### src/sv/u8vf_pkg.sv
// shared types, constants and code point helpers for the utf-8 vietnamese fold stream
package u8vf_pkg;

    // configuration register indexes
    localparam logic CFG_MODE  = 1'b0;
    localparam logic CFG_LIMIT = 1'b1;

    localparam logic [7:0] LIMIT_RESET = 8'd10;
    localparam logic [7:0] QMARK       = 8'h3F;
    localparam logic [7:0] SPACE       = 8'h20;

    // input request payload
    typedef struct packed {
        logic [7:0] in_byte;
        logic       in_last;
    } u8vf_in_t;

    // result request payload
    typedef struct packed {
        logic [7:0] out_byte;
        logic       byte_valid;
        logic       run_last;
        logic       string_end;
    } u8vf_out_t;

    // configuration as seen by the fold core
    typedef struct packed {
        logic       mode;
        logic [7:0] limit;
    } u8vf_cfg_t;

    // the results of one input byte, handed to the output buffer
    typedef struct packed {
        logic [3:0][7:0] bytes;
        logic [2:0]      cnt;
        logic            marker;
        logic            str_end;
    } u8vf_burst_t;

    // encoded form of one code point
    typedef struct packed {
        logic [3:0][7:0] b;
        logic [2:0]      len;
    } u8vf_enc_t;

    // sequence length from a lead byte, zero when it is no valid lead
    function automatic logic [2:0] lead_len(input logic [7:0] x);
        logic [2:0] r;
        if (x[7] == 1'b0)
        begin
            r = 3'd1;
        end
        else if (x[7:5] == 3'b110)
        begin
            r = 3'd2;
        end
        else if (x[7:4] == 4'b1110)
        begin
            r = 3'd3;
        end
        else if (x[7:3] == 5'b11110)
        begin
            r = 3'd4;
        end
        else
        begin
            r = 3'd0;
        end
        return r;
    endfunction

    // vietnamese vowels and d fold to the plain capital, a..z to upper case
    function automatic logic [20:0] fold_cp(input logic [20:0] c);
        logic [7:0]  v;
        logic [20:0] r;
        v = c[7:0] & 8'hDF;
        r = c;
        if (c inside {[21'h61 : 21'h7A]})
        begin
            r = c - 21'h20;
        end
        else if (c inside {[21'hC0 : 21'hFF]})
        begin
            if (v inside {[8'hC0 : 8'hC3]})
            begin
                r = 21'h41;
            end
            else if (v inside {[8'hC8 : 8'hCA]})
            begin
                r = 21'h45;
            end
            else if (v inside {[8'hCC : 8'hCD]})
            begin
                r = 21'h49;
            end
            else if (v inside {[8'hD2 : 8'hD5]})
            begin
                r = 21'h4F;
            end
            else if (v inside {[8'hD9 : 8'hDA]})
            begin
                r = 21'h55;
            end
            else if (v == 8'hDD)
            begin
                r = 21'h59;
            end
        end
        else if (c inside {21'h102, 21'h103})
        begin
            r = 21'h41;
        end
        else if (c inside {21'h110, 21'h111})
        begin
            r = 21'h44;
        end
        else if (c inside {21'h128, 21'h129})
        begin
            r = 21'h49;
        end
        else if (c inside {21'h168, 21'h169, 21'h1AF, 21'h1B0})
        begin
            r = 21'h55;
        end
        else if (c inside {21'h1A0, 21'h1A1})
        begin
            r = 21'h4F;
        end
        else if (c inside {[21'h1EA0 : 21'h1EB7]})
        begin
            r = 21'h41;
        end
        else if (c inside {[21'h1EB8 : 21'h1EC7]})
        begin
            r = 21'h45;
        end
        else if (c inside {[21'h1EC8 : 21'h1ECB]})
        begin
            r = 21'h49;
        end
        else if (c inside {[21'h1ECC : 21'h1EE3]})
        begin
            r = 21'h4F;
        end
        else if (c inside {[21'h1EE4 : 21'h1EF1]})
        begin
            r = 21'h55;
        end
        else if (c inside {[21'h1EF2 : 21'h1EF9]})
        begin
            r = 21'h59;
        end
        return r;
    endfunction

    // shortest utf-8 form of a code point
    function automatic u8vf_enc_t encode_cp(input logic [20:0] c);
        u8vf_enc_t e;
        e.b = '0;
        if (c < 21'h80)
        begin
            e.b[0] = c[7:0];
            e.len  = 3'd1;
        end
        else if (c < 21'h800)
        begin
            e.b[0] = {3'b110, c[10:6]};
            e.b[1] = {2'b10, c[5:0]};
            e.len  = 3'd2;
        end
        else if (c < 21'h10000)
        begin
            e.b[0] = {4'b1110, c[15:12]};
            e.b[1] = {2'b10, c[11:6]};
            e.b[2] = {2'b10, c[5:0]};
            e.len  = 3'd3;
        end
        else
        begin
            e.b[0] = {5'b11110, c[20:18]};
            e.b[1] = {2'b10, c[17:12]};
            e.b[2] = {2'b10, c[11:6]};
            e.b[3] = {2'b10, c[5:0]};
            e.len  = 3'd4;
        end
        return e;
    endfunction

    // saturating add into the 9 bit emitted count
    function automatic logic [8:0] sat_add(input logic [8:0] a, input logic [2:0] d);
        logic [9:0] s;
        s = {1'b0, a} + {7'b0, d};
        return s[9] ? 9'h1FF : s[8:0];
    endfunction

endpackage

### src/sv/u8vf_in_reg.sv
// input register stage that holds one byte request until the fold core takes it
module u8vf_in_reg (
    input  logic               clk,
    input  logic               rst_n,
    input  logic               in_valid,
    output logic               in_stall,
    input  u8vf_pkg::u8vf_in_t in_data,
    input  logic               advance,
    output logic               hold_valid,
    output u8vf_pkg::u8vf_in_t hold_data
);

    logic               vld_reg;
    logic               vld_next;
    logic               load;
    u8vf_pkg::u8vf_in_t data_reg;

    // stall while a held request is not taken this cycle
    assign in_stall   = vld_reg & ~advance;
    assign load       = in_valid & ~in_stall;
    assign vld_next   = load | (vld_reg & ~advance);
    assign hold_valid = vld_reg;
    assign hold_data  = data_reg;

    // valid flag
    always_ff @(posedge clk or negedge rst_n)
    begin
        if (!rst_n)
        begin
            vld_reg <= 1'b0;
        end
        else
        begin
            vld_reg <= vld_next;
        end
    end

    // payload
    always_ff @(posedge clk)
    begin
        if (load)
        begin
            data_reg <= in_data;
        end
    end

endmodule

### src/sv/u8vf_fold_core.sv
// decode, fold, initials filtering and string state for one byte per cycle while fire is high
module u8vf_fold_core (
    input  logic                  clk,
    input  logic                  rst_n,
    input  u8vf_pkg::u8vf_cfg_t   cfg,
    input  logic                  fire,
    input  u8vf_pkg::u8vf_in_t    in_data,
    output u8vf_pkg::u8vf_burst_t burst
);

    logic [7:0] pend_reg [3];
    logic [1:0] pcnt_reg;
    logic [1:0] pcnt_next;
    logic       ws_reg;
    logic       ws_next;
    logic [8:0] count_reg;
    logic [8:0] count_next;
    logic       stop_reg;
    logic       stop_next;

    logic [7:0]  b;
    logic        lst;
    logic [2:0]  b_len;
    logic [2:0]  p_len;
    logic [2:0]  c3;
    logic        is_cont;
    logic        complete;
    logic        extend;
    logic [1:0]  nq;
    logic        fin_present;
    logic        new_lead;
    logic [20:0] fin_cp;
    logic [20:0] fc;
    u8vf_pkg::u8vf_enc_t enc;
    logic        run_emit;
    logic [8:0]  cnt_a;
    logic        stop_a;
    logic        ws_a;
    logic        proc_fin;
    logic        is_space;
    logic        is_skip;
    logic        fin_emit;
    logic        ws_b;
    logic [8:0]  cnt_b;
    logic        stop_b;
    logic [2:0]  qc;
    logic [2:0]  total;
    logic        wr_en;
    logic [1:0]  wr_idx;

    // split the pending prefix plus the new byte into code points
    always_comb
    begin
        b        = in_data.in_byte;
        lst      = in_data.in_last;
        b_len    = u8vf_pkg::lead_len(b);
        p_len    = u8vf_pkg::lead_len(pend_reg[0]);
        c3       = {1'b0, pcnt_reg};
        is_cont  = (b[7:6] == 2'b10);
        complete = (pcnt_reg != 2'd0) && is_cont && ((c3 + 3'd1) == p_len);
        extend   = (pcnt_reg != 2'd0) && is_cont && ((c3 + 3'd1) < p_len) && !lst;
        // a broken prefix gives one '?' per buffered byte, then the new byte alone
        nq          = (complete || extend) ? 2'd0 : pcnt_reg;
        fin_present = 1'b0;
        new_lead    = 1'b0;
        fin_cp      = '0;
        if (complete)
        begin
            fin_present = 1'b1;
            case (p_len)
                3'd2:    fin_cp = {10'b0, pend_reg[0][4:0], b[5:0]};
                3'd3:    fin_cp = {5'b0, pend_reg[0][3:0], pend_reg[1][5:0], b[5:0]};
                default: fin_cp = {pend_reg[0][2:0], pend_reg[1][5:0],
                                   pend_reg[2][5:0], b[5:0]};
            endcase
        end
        else if (!extend)
        begin
            if (b_len == 3'd1)
            begin
                fin_present = 1'b1;
                fin_cp      = {13'b0, b};
            end
            else if ((b_len == 3'd0) || lst)
            begin
                fin_present = 1'b1;
                fin_cp      = {13'b0, u8vf_pkg::QMARK};
            end
            else
            begin
                new_lead = 1'b1;
            end
        end
    end

    // fold, encode and apply the initials filter
    always_comb
    begin
        fc       = u8vf_pkg::fold_cp(fin_cp);
        enc      = u8vf_pkg::encode_cp(fc);
        is_space = (fc == {13'b0, u8vf_pkg::SPACE});
        is_skip  = (fc inside {21'h2D, 21'h28, 21'h29, 21'h7B, 21'h5B, 21'h26, 21'h3B});
        // initials mode: the '?' run shows at most its first character
        run_emit = cfg.mode && (nq != 2'd0) && ws_reg;
        cnt_a    = run_emit ? u8vf_pkg::sat_add(count_reg, 3'd1) : count_reg;
        stop_a   = run_emit && (cnt_a > {1'b0, cfg.limit});
        ws_a     = run_emit ? 1'b0 : ws_reg;
        proc_fin = fin_present && !stop_a;
        if (cfg.mode)
        begin
            fin_emit = proc_fin && !is_space && !is_skip && ws_a;
            qc       = run_emit ? 3'd1 : 3'd0;
        end
        else
        begin
            fin_emit = fin_present;
            qc       = {1'b0, nq};
        end
        if (proc_fin && is_space)
        begin
            ws_b = 1'b1;
        end
        else if (fin_emit)
        begin
            ws_b = 1'b0;
        end
        else
        begin
            ws_b = ws_a;
        end
        cnt_b  = fin_emit ? u8vf_pkg::sat_add(cnt_a, enc.len) : cnt_a;
        stop_b = cfg.mode && (stop_a || (fin_emit && (cnt_b > {1'b0, cfg.limit})));
        total  = stop_reg ? 3'd0 : (qc + (fin_emit ? enc.len : 3'd0));
    end

    // result bytes: the '?' run first, then the encoded code point
    always_comb
    begin
        burst.marker  = (total == 3'd0) && lst;
        burst.str_end = lst;
        burst.cnt     = burst.marker ? 3'd1 : total;
        for (int i = 0; i < 4; i++)
        begin
            if (burst.marker)
            begin
                burst.bytes[i] = 8'h00;
            end
            else if (qc > 3'(i))
            begin
                burst.bytes[i] = u8vf_pkg::QMARK;
            end
            else if (qc != 3'd0)
            begin
                burst.bytes[i] = enc.b[0];
            end
            else
            begin
                burst.bytes[i] = enc.b[i];
            end
        end
    end

    // next string state
    always_comb
    begin
        wr_en  = 1'b0;
        wr_idx = 2'd0;
        if (stop_reg || stop_b)
        begin
            pcnt_next = 2'd0;
        end
        else if (extend)
        begin
            pcnt_next = pcnt_reg + 2'd1;
            wr_en     = 1'b1;
            wr_idx    = pcnt_reg;
        end
        else if (new_lead)
        begin
            pcnt_next = 2'd1;
            wr_en     = 1'b1;
        end
        else
        begin
            pcnt_next = 2'd0;
        end
        if (lst)
        begin
            pcnt_next  = 2'd0;
            ws_next    = 1'b1;
            count_next = 9'd0;
            stop_next  = 1'b0;
        end
        else if (stop_reg || !cfg.mode)
        begin
            ws_next    = ws_reg;
            count_next = count_reg;
            stop_next  = stop_reg;
        end
        else
        begin
            ws_next    = ws_b;
            count_next = cnt_b;
            stop_next  = stop_b;
        end
    end

    // control state
    always_ff @(posedge clk or negedge rst_n)
    begin
        if (!rst_n)
        begin
            pcnt_reg  <= 2'd0;
            ws_reg    <= 1'b1;
            count_reg <= 9'd0;
            stop_reg  <= 1'b0;
        end
        else if (fire)
        begin
            pcnt_reg  <= pcnt_next;
            ws_reg    <= ws_next;
            count_reg <= count_next;
            stop_reg  <= stop_next;
        end
    end

    // bytes of an unfinished sequence
    always_ff @(posedge clk)
    begin
        if (fire && wr_en)
        begin
            pend_reg[wr_idx] <= b;
        end
    end

endmodule

### src/sv/u8vf_out_buf.sv
// result buffer that sends the bytes of one input request one per cycle while the output does not stall
module u8vf_out_buf (
    input  logic                  clk,
    input  logic                  rst_n,
    input  logic                  fire,
    input  u8vf_pkg::u8vf_burst_t burst,
    output logic                  free,
    output logic                  out_valid,
    input  logic                  out_stall,
    output u8vf_pkg::u8vf_out_t   out_data
);

    logic [2:0]      cnt_reg;
    logic [2:0]      cnt_next;
    logic [1:0]      pos_reg;
    logic [1:0]      pos_next;
    logic [3:0][7:0] bytes_reg;
    logic            marker_reg;
    logic            end_reg;
    logic            take;

    assign out_valid = (cnt_reg != 3'd0);
    assign take      = out_valid & ~out_stall;
    // room for a new set of results once the last one leaves
    assign free      = (cnt_reg == 3'd0) || ((cnt_reg == 3'd1) && ~out_stall);

    always_comb
    begin
        out_data.out_byte   = bytes_reg[pos_reg];
        out_data.byte_valid = ~marker_reg;
        out_data.run_last   = (cnt_reg == 3'd1);
        out_data.string_end = (cnt_reg == 3'd1) && end_reg;
    end

    // remaining count and read position
    always_comb
    begin
        if (fire)
        begin
            cnt_next = burst.cnt;
            pos_next = 2'd0;
        end
        else if (take)
        begin
            cnt_next = cnt_reg - 3'd1;
            pos_next = pos_reg + 2'd1;
        end
        else
        begin
            cnt_next = cnt_reg;
            pos_next = pos_reg;
        end
    end

    always_ff @(posedge clk or negedge rst_n)
    begin
        if (!rst_n)
        begin
            cnt_reg <= 3'd0;
            pos_reg <= 2'd0;
        end
        else
        begin
            cnt_reg <= cnt_next;
            pos_reg <= pos_next;
        end
    end

    // result payload
    always_ff @(posedge clk)
    begin
        if (fire)
        begin
            bytes_reg  <= burst.bytes;
            marker_reg <= burst.marker;
            end_reg    <= burst.str_end;
        end
    end

endmodule

### src/sv/utf8_vietnamese_fold_stream_core.sv
// top level of the utf-8 vietnamese fold stream
//
// The input channel takes one raw byte of a utf-8 string per request, with
// in_last on the final byte. The output channel returns the folded utf-8
// bytes, one per request; run_last marks the last result of an input byte and
// string_end the last result of a string. A string whose final byte gives no
// output still ends with one end-only marker (byte_valid low).
// The first result of a byte passes through the input register, then the
// result register, before it is offered.
// Throughput: one input byte per cycle while each byte gives at most one
// result and the output does not stall; a byte that gives more results holds
// the input until each of them has left the four-entry result register.
// Bytes that give no result still pass through the fold core.
// A stall on the output holds the current result; the input then stalls once
// the held input byte cannot move into the result register.
// Reset clears both channels, the pending sequence and the word state, and
// sets mode 0 and an initials limit of 10. Configuration is written through
// cfg_we, cfg_index and cfg_data; the user must do so only while no request
// is in flight, as the block itself does not enforce this.
module utf8_vietnamese_fold_stream_core (
    input  logic                clk,
    input  logic                rst_n,
    input  logic                in_valid,
    output logic                in_stall,
    input  u8vf_pkg::u8vf_in_t  in_data,
    output logic                out_valid,
    input  logic                out_stall,
    output u8vf_pkg::u8vf_out_t out_data,
    input  logic                cfg_we,
    input  logic                cfg_index,
    input  logic [7:0]          cfg_data
);

    logic                  mode_reg;
    logic [7:0]            limit_reg;
    u8vf_pkg::u8vf_cfg_t   cfg;
    logic                  hold_valid;
    u8vf_pkg::u8vf_in_t    hold_data;
    logic                  free;
    logic                  fire;
    u8vf_pkg::u8vf_burst_t burst;

    // configuration registers
    always_ff @(posedge clk or negedge rst_n)
    begin
        if (!rst_n)
        begin
            mode_reg  <= 1'b0;
            limit_reg <= u8vf_pkg::LIMIT_RESET;
        end
        else if (cfg_we)
        begin
            case (cfg_index)
                u8vf_pkg::CFG_MODE:  mode_reg  <= cfg_data[0];
                u8vf_pkg::CFG_LIMIT: limit_reg <= cfg_data;
                default:             mode_reg  <= mode_reg;
            endcase
        end
    end

    assign cfg.mode  = mode_reg;
    assign cfg.limit = limit_reg;

    // held byte moves on when the result register has room
    assign fire = hold_valid & free;

    u8vf_in_reg u_in (
        .clk        (clk),
        .rst_n      (rst_n),
        .in_valid   (in_valid),
        .in_stall   (in_stall),
        .in_data    (in_data),
        .advance    (fire),
        .hold_valid (hold_valid),
        .hold_data  (hold_data)
    );

    u8vf_fold_core u_core (
        .clk     (clk),
        .rst_n   (rst_n),
        .cfg     (cfg),
        .fire    (fire),
        .in_data (hold_data),
        .burst   (burst)
    );

    u8vf_out_buf u_out (
        .clk       (clk),
        .rst_n     (rst_n),
        .fire      (fire),
        .burst     (burst),
        .free      (free),
        .out_valid (out_valid),
        .out_stall (out_stall),
        .out_data  (out_data)
    );

endmodule

### config.mk
export PLATFORM = sky130hd
export DESIGN_NAME = utf8_vietnamese_fold_stream_core
export DESIGN_NICKNAME = d
export VERILOG_FILES = /design/src/sv/u8vf_pkg.sv /design/src/sv/u8vf_in_reg.sv /design/src/sv/u8vf_fold_core.sv /design/src/sv/u8vf_out_buf.sv /design/src/sv/utf8_vietnamese_fold_stream_core.sv
export SDC_FILE = /design/constraint.sdc
export NUM_CORES = 1
export LEC_CHECK = 0
export BUFFER_PORTS_ARGS = -buffer_cell sky130_fd_sc_hd__buf_2
export CAP_MARGIN = 15
export CORE_AREA = 2 2 184 186
export CTS_CLUSTER_DIAMETER = 40
export DETAILED_ROUTE_END_ITERATION = 10
export DIE_AREA = 0 0 186 188
export GPL_ROUTABILITY_DRIVEN = 0
export PLACE_DENSITY = 0.49
export SYNTH_ARGS = -nofsm -noshare
export SYNTH_HDL_FRONTEND = slang
export SYNTH_SLANG_ARGS = --single-unit
### constraint.sdc
create_clock -name clk -period 25.7 [get_ports clk]
set_input_delay 5.14 -clock clk [delete_from_list [all_inputs] [get_ports clk]]
set_output_delay 5.14 -clock clk [all_outputs]
set_load 0.005 [all_outputs]
==> run_results.csv, run 1 <==
group,metric,value,unit
synthesis,synth_top_area_frac,0.233,
grt,grt_first_pass_wirelength,41200,um
final_layout,largest_reg_flops,32,
cts,clock_latency,0.36,ns
worst_setup_path,required,25.68,ns
final_layout,area_growth_syn_to_layout,10.6,%
synthesis,synthAdderAreaFrac,0.0604,
synthesis,synth_edf_count,63,
outcome,status,"complete, no violations",
synthesis,muxShareOfSynthArea,0.0533,
power,total_power,0.000889,W
cts,cts_tree,"built",
synthesis,ys_seq_area_frac,0.320,
grt,track_usage,0.151,
worst_hold_path,min_delay_path_depth,2,
worst_setup_path,crit_path_start_kind,"flip-flop",
worst_setup_path,critical-path-top-delay-family,"simple AND/OR/NAND/NOR gates",
detailed_routing,drtPass1Iterations,5,
cts,clock_sinks,91,
cts,cts_setup_buffers,0,
floorplanning,fp-row-count,67,
detailed_routing,wl,26000,um
detailed_routing,wl_per_cell,18.3,um
synthesis,synth_top_family_by_area,"simple AND/OR/NAND/NOR gates",
grt,first_global_vias,7141,
synthesis,netlist_instances,959,
flow_run,cap_violations,0,
timing,hold_viol,0,
final_layout,layout.nets,1031,
worst_setup_path,cp_num_buf_inv,1,
worst_setup_path,reg2reg_slack,14.59,ns
worst_setup_path,reg2reg_to,"u_core.pend_reg[2][3]",
synthesis,synthTopCellsByArea,"edfxtp_1 (23%), dfrtp_1 (7.7%), ha_1 (5.5%)",
worst_setup_path,end_kind,"flip-flop",
timing,slew_headroom,0.390,
worst_setup_path,cpMostUsedCell,"ha_1",
cts,cts_made_buffers,9,
floorplanning,num_io_pins,36,
cts,clockBufferDepth,2,
timing,setup_tns,0,ns
synthesis,synth_area,0.00812,mm^2
worst_setup_path,critPathArrivalTime,11.09,ns
grt,gr-total-overflow,0,
timing,rsz0062_at_grt,"no",
timing,setup_viol,0,
final_layout,drive_gt1_frac,0.122,
timing,worst_slew_pin_slew,0.912,ns
cts,cts.htree.levels,3,
synthesis,synthXorXnorAreaFrac,0.00755,
timing,fmax,90.0,MHz
timing,clock_skew,0.0125,ns
synthesis,synthArstFlopShare,0.308,
synthesis,ys_ff_latch,91,
placement,port_buffers,35,
detailed_routing,vias,7661,
placement,hpwlAfterDp,20200,um
placement,place_ws,14.84,ns
synthesis,synth_common_cells,"nor2_1 (118), nand2_1 (75), a21oi_1 (66), edfxtp_1 (63), o21ai_0 (51)",
worst_setup_path,crit_type,"reg -> reg",
synthesis,yosysTopAreaCell,"edfxtp_1",
power,p_leak,3.40,nW
worst_setup_path,crit_path_top_delay_cell,"nor3_1",
detailed_routing,antenna_left,0,
power,vdd_drop_max,0.0000340,V
worst_setup_path,r2r_cells,39,
synthesis,synthDistinctLibCells,101,
worst_setup_path,cp_max_fo,15,
final_layout,nFillCells,3615,
synthesis,synth-main-ff-cell,"edfxtp_1",
worst_hold_path,min-delay-start,"u_core.ws_reg",
grt,antenna_found_initial,0,
floorplanning,core_area,0.0331,mm^2
synthesis,avgSynthCellArea,8.47,um^2
floorplanning,die_area,0.0350,mm^2
cts,root_buffer,"clkbuf_16",
final_layout,post_layout_nonfiller_instances,1422,
synthesis,synth_simple_gate_area_frac,0.272,
worst_hold_path,holdCritPathClass,"reg -> reg",
synthesis,yosysMostFrequentCell,"nor2_1",
final_layout,antenna_cells,0,
detailed_routing,drc,0,
timing,period_minus_slack,11.11,ns
floorplanning,fp.dieW,186,um
detailed_routing,drt-initial-drc-count,733,
worst_setup_path,reg2reg_from,"u_core.pend_reg[0][4]",
power,power_density,99.0,mW/mm^2
grt,grt_max_degree,44,
detailed_routing,vias_per_cell,5.39,
timing,maxSlewViolCount,0,
floorplanning,initial_utilization,0.245,
timing,min_period_over_period,0.432,
synthesis,synth_compound_area_frac,0.242,
synthesis,syn_nets,1020,
worst_setup_path,critPathMaxStageDelay,0.69,ns
floorplanning,fp.dieH,188,um
cts,cts_hold_buf,0,
cts,post_cts_resize_count,0,
worst_hold_path,holdPathEnd,"u_core.ws_reg",
timing,final_critical_path_setup_slack,14.59,ns
cts,clk_pin_slew,0.07,ns
placement,place_inst,1407,
synthesis,yosys_warnings,0,
-- tightest hold or removal path, cell delays in order, from the launching register on --
cell and delay [ns]:
dfstp_2 0.37, inv_1 0.04, o22ai_1 0.06
-- how the worst max path moves through the flow --
| stage | from | depth (start not counted) | endpoint | slack, ns |
|---|---|---|---|---|
| 6_report | u_core.pend_reg[0][4] | 39 | u_core.pend_reg[2][3] | 14.59 |
| 5_1_grt | u_core.pend_reg[0][4] | 39 | u_core.pend_reg[1][2] | 13.96 |
| 4_1_cts | u_core.pend_reg[0][4] | 39 | u_core.pend_reg[2][1] | 14.77 |
| 3_5_place_dp | out_stall | 6 | in_stall | 14.84 |
| 3_3_place_gp | out_stall | 6 | in_stall | 14.84 |
| 2_1_floorplan | out_stall | 4 | in_stall | 15.07 |
-- cell usage in the layout (no fill, tap or decap), types with 25 or more instances in the layout --
| master | instances |
|---|---|
| edfxtp_1 | 63 |
| a21oi_1 | 66 |
| nand3_1 | 36 |
| buf_2 | 35 |
| ha_1 | 36 |
| dfrtp_1 | 25 |
| nor2_1 | 118 |
| nand2_1 | 75 |
| inv_1 | 45 |
| nor3_1 | 34 |
| o21ai_0 | 51 |
-- metrics by stage --
| step | hold slack (ns) | utilization | area (um^2) |
|---|---|---|---|
| floorplan | 0.436 | - | 8120 |
| global placement | 0.464 | 0.262 | 8690 |
| detailed placement | 0.471 | 0.262 | 8690 |
| CTS | 0.479 | 0.271 | 8980 |
| global route | 0.502 | 0.271 | 8980 |
| finish | 0.481 | 0.271 | 8980 |
-- metal layers --
layer | GRT usage | share of wire | vias up
met5 | 0 | 0 | -
met4 | 0.0403 | 0.021 | 0
met3 | 0.0287 | 0.062 | 46
met2 | 0.225 | 0.44 | 288
met1 | 0.220 | 0.48 | 3660
li1 | - | - | 3667
-- cells by family (layout without fill, tap and decap cells) --
group	after synthesis	after routing
compound gates	282	282
xor+xnor	7	7
fa+ha+maj	38	38
buf+inv	84	99
flops	91	91
mux	31	31
simple gates	426	426
-- where the power goes --
part	internal (W)	switching, W	total, W
Combinational	0.000189	0.000313	0.000503
Sequential	0.000216	0.0000359	0.000252
Clock	0.0000760	0.0000592	0.000135
Total	0.000481	0.000408	0.000889
-- cell type report --
class	count	area (um^2)	area share
clock buffer	9	225	0.0251
clock inverter	6	72.6	0.00808
inverter	46	173	0.0192
multi-input combinational	784	5160	0.574
sequential	91	2600	0.289
tap	448	561	0.0624
timing repair buffer	38	198	0.0220
Note: power is estimated with default switching activity, not from simulation.
==> run 2: changes to the inputs <==
clock period = 11.1 ns   (was 25.7 ns; I/O delays follow)
==> run 2 against run 1 <==
- critical path depth stayed put
- die area stayed put
- setup slack worse by 14 ns
- first-iteration DRC count is 10% higher
- count of clock-buffer cells in the layout is 1 higher
- highest routed layer unchanged
- routed wire length hardly changed
- global-route usage hardly changed
- critical endpoint is now u_core.pend_reg[1][4]
- fmax is 11% higher
- flip-flop and latch count stayed put
- non-clock buffer count is 3 higher
- cell area is 0.50% higher
==> run_results.csv, run 2 (synthesis gave the netlist of run 1 again) <==
group,metric,value,unit
worst_setup_path,critPathMaxStageDelay,0.57,ns
worst_hold_path,min-delay-start,"u_core.ws_reg",
final_layout,drive_gt1_frac,0.128,
detailed_routing,drt-initial-drc-count,809,
grt,antenna_found_initial,0,
cts,clockBufferDepth,2,
worst_hold_path,min_delay_path_depth,2,
worst_setup_path,crit_path_start_kind,"flip-flop",
floorplanning,initial_utilization,0.245,
final_layout,final_common_cell,"nor2_1",
worst_setup_path,required,11.10,ns
final_layout,area_growth_syn_to_layout,11.2,%
timing,holdWs,0.481,ns
worst_hold_path,holdCritPathClass,"reg -> reg",
final_layout,largest_reg_flops,32,
timing,slew_headroom,0.414,
cts,clock_sinks,91,
cts,clk_pin_slew,0.06,ns
worst_setup_path,cp_max_fo,15,
cts,cts_hold_buf,0,
worst_setup_path,reg2reg_to,"u_core.pend_reg[1][4]",
floorplanning,fp-row-count,67,
power,power_density,228,mW/mm^2
placement,port_buffers,35,
worst_setup_path,reg2reg_slack,1.09,ns
timing,setup_viol,0,
placement,hpwlAfterDp,20200,um
flow_run,cap_violations,0,
final_layout,layout.nets,1034,
detailed_routing,wl_per_cell,18.3,um
grt,track_usage,0.151,
timing,rsz0062_at_grt,"no",
detailed_routing,drc,0,
worst_setup_path,cpMostUsedCell,"ha_1",
final_layout,final_cell_mix,"nor2_1 (116), nand2_1 (75), a21oi_1 (66), edfxtp_1 (63), o21ai_0 (51)",
cts,cts_made_buffers,9,
floorplanning,num_io_pins,36,
timing,maxSlewViolCount,0,
cts,cts_tree,"built",
timing,setup_tns,0,ns
power,vdd_drop_max,0.0000728,V
timing,worst_slew_pin_slew,0.877,ns
detailed_routing,drtPass1Iterations,5,
final_layout,finish.utilization,0.273,
timing,clock_skew,0.0112,ns
worst_setup_path,crit_type,"reg -> reg",
worst_setup_path,critPathArrivalTime,10.00,ns
worst_setup_path,end_kind,"flip-flop",
cts,root_buffer,"clkbuf_16",
power,p_leak,3.41,nW
detailed_routing,vias,7671,
worst_setup_path,crit_path_top_delay_cell,"edfxtp_1",
worst_hold_path,holdPathEnd,"u_core.ws_reg",
cts,cts.htree.levels,3,
floorplanning,fp.dieH,188,um
cts,clock_latency,0.35,ns
outcome,status,"complete, no violations",
floorplanning,core_area,0.0331,mm^2
timing,fmax,99.9,MHz
timing,hold_viol,0,
detailed_routing,antenna_left,0,
timing,period_minus_slack,10.01,ns
detailed_routing,wl,26100,um
grt,gr-total-overflow,0,
floorplanning,die_area,0.0350,mm^2
worst_setup_path,reg2reg_from,"u_core.pend_reg[0][4]",
worst_setup_path,r2r_cells,39,
grt,first_global_vias,7252,
grt,grt_first_pass_wirelength,41400,um
grt,grt_max_degree,45,
power,total_power,0.00206,W
floorplanning,fp.dieW,186,um
detailed_routing,vias_per_cell,5.38,
final_layout,antenna_cells,0,
timing,min_period_over_period,0.902,
-- run 2: repair_timing --
item / CTS / global route
buffers inserted: 0 / 0
setup endpoints to repair: 0 / 21
resized for setup: 0 / 5
-- run 2: power breakdown --
part | total, W | switching (W) | internal, W
combinational | 0.00117 | 0.000728 | 0.000441
clock | 0.000311 | 0.000134 | 0.000177
sequential | 0.000583 | 0.0000836 | 0.000499
-- run 2: metrics by stage --
stage / cells / area (um^2) / setup WS [ns]
3_5_place_dp: 1410 / 8710 / 0.542
4_1_cts: 1426 / 9010 / 0.521
3_3_place_gp: 1410 / 8710 / 1.12
2_1_floorplan: 959 / 8120 / 2.62
6_report: 1426 / 9030 / 1.09
5_1_grt: 1426 / 9030 / 0.0521
-- run 2: worst max-delay path: cells and delay by family, from the launching register on --
family | cells | cell delay, ns
and+or+nand+nor | 17 | 4.38
AOI/OAI and AO/OA | 17 | 3.29
DFF | 1 | 0.57
buffers and inverters | 1 | 0.14
adders and majority gates | 4 | 1.24
-- run 2: worst max path at each step --
stage                          start                     to  slack [ns]  cells past startpoint
6_report       u_core.pend_reg[0][4]  u_core.pend_reg[1][4]        1.09                     39
5_1_grt        u_core.pend_reg[0][4]  u_core.pend_reg[1][5]        0.05                     39
4_1_cts        u_core.pend_reg[0][4]  u_core.pend_reg[1][5]        0.52                     39
3_5_place_dp   u_core.pend_reg[0][4]  u_core.pend_reg[1][5]        0.54                     39
3_3_place_gp   u_core.pend_reg[0][4]  u_core.pend_reg[1][4]        1.12                     41
2_1_floorplan  u_core.pend_reg[0][5]  u_core.pend_reg[1][0]        2.62                     39
-- run 2: final cells by class --
cell class	instances	area [um^2]
flip-flops and latches	91	2600
well taps	448	561
clock inverters	6	71.3
multi-input cells	784	5180
fillers	3589	24100
clock buffers	10	229
repair buffers	41	220
inverters	46	173
-- run 2: metal layers --
metal / wire length (um) / GRT usage / vias up
met5: 0 / 0 / -
met4: 604 / 0.0521 / 0
met3: 1690 / 0.0251 / 45
met2: 11400 / 0.221 / 302
met1: 12400 / 0.221 / 3652
li1: - / - / 3672
==> run 3: changes to the inputs <==
CORE_AREA = 2 2 187 189   (was 2 2 184 186)
DIE_AREA = 0 0 189 191   (was 0 0 186 188)
SKIP_CTS_REPAIR_TIMING = 1   (was default)
SYNTH_HIERARCHICAL = 1   (was default)
==> run 3 against run 2 <==
- highest routed layer unchanged
- clock skew down 0.00081 ns
- synthesized cell count grew 3.6%
- largest power group unchanged
- flip-flop and latch count unchanged
- first-iteration DRC count rose by 0.99%
- setup slack got worse by 0.038 ns
- sequential power grew 5.5%
- clock power increased by 6%
- cell area grew 3.4%
==> run_results.csv, run 3 <==
group,metric,value,unit
outcome,status,"complete, no violations",
final_layout,drive_gt1_frac,0.136,
floorplanning,fp.dieW,189,um
timing,setup_tns,0,ns
synthesis,yosysTopAreaCell,"edfxtp_1",
cts,cts_made_buffers,9,
detailed_routing,wl,27700,um
synthesis,synth_common_cells,"a21oi_1 (92), nand2_1 (82), nor2_1 (82), edfxtp_1 (63), o21ai_0 (62)",
final_layout,layout.nets,1050,
cts,cts.htree.levels,3,
final_layout,final_common_cell,"a21oi_1",
timing,fmax,99.5,MHz
synthesis,yosys_warnings,6,
cts,clock_sinks,91,
cts,clock_latency,0.37,ns
grt,track_usage,0.154,
detailed_routing,wl_per_cell,19.0,um
final_layout,design_area,0.00934,mm^2
worst_setup_path,crit_type,"reg -> reg",
detailed_routing,antenna_left,0,
synthesis,synth_top_area_frac,0.224,
detailed_routing,vias,8131,
grt,met1_usage,0.207,
cts,root_buffer,"clkbuf_16",
synthesis,synth-main-ff-cell,"edfxtp_1",
synthesis,synthTopCellsByArea,"edfxtp_1 (22%), dfrtp_1 (7.4%), a21oi_1 (5.5%)",
grt,antenna_found_initial,0,
synthesis,ys_seq_area_frac,0.308,
timing,hold_viol,0,
worst_hold_path,holdCritPathClass,"reg -> reg",
worst_setup_path,cp_max_fo,18,
worst_setup_path,crit_path_start_kind,"flip-flop",
floorplanning,fp.dieH,191,um
timing,rsz0062_at_grt,"no",
placement,placed_area,0.00901,mm^2
placement,port_buffers,35,
cts,clockBufferDepth,2,
synthesis,avgSynthCellArea,8.49,um^2
synthesis,yosysMostFrequentCell,"a21oi_1",
grt,first_global_vias,7623,
floorplanning,num_io_pins,36,
final_layout,largest_reg_flops,32,
worst_setup_path,critPathArrivalTime,10.12,ns
detailed_routing,vias_per_cell,5.59,
timing,period_minus_slack,10.05,ns
power,p_leak,3.47,nW
floorplanning,core_area,0.0341,mm^2
power,vdd_drop_max,0.0000854,V
grt,met3_usage,0.0196,
timing,setup_viol,0,
synthesis,syn_nets,1049,
detailed_routing,drtPass1Iterations,5,
final_layout,final_cell_mix,"a21oi_1 (91), nand2_1 (82), nor2_1 (81), edfxtp_1 (63), o21ai_0 (62)",
timing,clock_skew,0.0104,ns
final_layout,area_growth_syn_to_layout,10.6,%
detailed_routing,drt-initial-drc-count,817,
timing,maxSlewViolCount,0,
synthesis,ys_ff_latch,91,
worst_setup_path,end_kind,"flip-flop",
grt,gr-total-overflow,0,
detailed_routing,drc,0,
grt,met2_usage,0.249,
grt,grt_first_pass_wirelength,43800,um
timing,slew_headroom,0.355,
worst_setup_path,required,11.17,ns
worst_setup_path,cpMostUsedCell,"a21oi_1",
timing,min_period_over_period,0.905,
placement,hpwlAfterDp,21100,um
synthesis,synth_edf_count,63,
flow_run,cap_violations,0,
grt,busiest_layer,"met2",
timing,worst_slew_pin_slew,0.966,ns
worst_setup_path,critPathMaxStageDelay,0.58,ns
cts,cts_tree,"built",
floorplanning,fp-row-count,68,
synthesis,synthDistinctLibCells,102,
synthesis,synthArstFlopShare,0.308,
worst_setup_path,crit_path_top_delay_cell,"edfxtp_1",
cts,clk_pin_slew,0.07,ns
synthesis,netlist_instances,994,
power,power_density,237,mW/mm^2
final_layout,antenna_cells,0,
floorplanning,initial_utilization,0.247,
synthesis,synth_area,0.00844,mm^2
floorplanning,die_area,0.0361,mm^2
grt,grt_max_degree,48,
-- run 3: cell types whose count changed in the layout (fill, tap and decap cells not counted), moves of 8 or more --
cell and change:
a211oi_2 +8, o21ai_1 +8, o21ai_0 +11, a22o_1 -9
a21oi_1 +25, nor3_1 -8, o31ai_1 +10, o21a_1 -8
nor2_1 -35
-- run 3: worst paths after layout --
path,cells after the start,to,startpoint,slack [ns]
max in group asynchronous,1,u_in/hold_valid,rst_n,8.63
setup reg to reg,43,u_core/pend_reg[1][1],u_core/pend_reg[0][7],1.05
setup / recovery,43,u_core/pend_reg[1][1],u_core/pend_reg[0][7],1.05
hold reg to reg,1,limit_reg[2],limit_reg[2],0.51
hold / removal,1,limit_reg[2],limit_reg[2],0.51
min in group asynchronous,1,u_out/cnt_reg[0],rst_n,1.94
-- run 3: final cells by class --
| type | instances | area (um^2) |
|---|---|---|
| inverter | 43 | 161 |
| sequential | 91 | 2600 |
| multi-input combinational | 802 | 5420 |
| timing repair buffer | 48 | 273 |
| clock buffer | 9 | 225 |
| clock inverter | 7 | 90.1 |
| fill | 3667 | 24800 |
| tap | 455 | 569 |
-- run 3: critical path: cells and delay by family, from the launching register on --
kind	cells	cell delay [ns]
compound gates	17	3.16
buf+inv	3	0.57
fa+ha+maj	4	1.18
simple gates	19	4.23
flops	1	0.58
-- run 3: metrics by stage --
| step | hold WS, ns | instances | worst slack (ns) | util | total power, W |
|---|---|---|---|---|---|
| after CTS | 0.517 | 1455 | 0.865 | 0.273 | 0.00221 |
| after detailed placement | 0.499 | 1439 | 0.894 | 0.264 | 0.00187 |
| final | 0.515 | 1455 | 1.05 | 0.274 | 0.00221 |
| after floorplan | 0.458 | 994 | 2.08 | - | 0.00153 |
| after global routing | 0.535 | 1455 | 0.136 | 0.274 | 0.00239 |
| after global placement | 0.495 | 1439 | 1.11 | 0.264 | 0.00188 |
-- run 3: cells by family after synthesis --
logic type | Yosys count | share of synthesized area
mux | 28 | 0.0503
fa+ha+maj | 32 | 0.0492
simple gates | 400 | 0.255
compound gates | 339 | 0.283
flops | 91 | 0.308
xor+xnor | 3 | 0.00311
buf+inv | 101 | 0.0522
-- run 3: power by group --
group | internal [W] | switching [W] | total, W
Sequential | 0.000524 | 0.0000910 | 0.000615
Combinational | 0.000453 | 0.000815 | 0.00127
Clock | 0.000181 | 0.000149 | 0.000330
-- run 3: metal layers --
layer / up-vias / routed length (um)
li1: 3824 / -
met1: 3874 / 12400
met2: 370 / 12700
met3: 63 / 1700
met4: 0 / 901
met5: - / 0
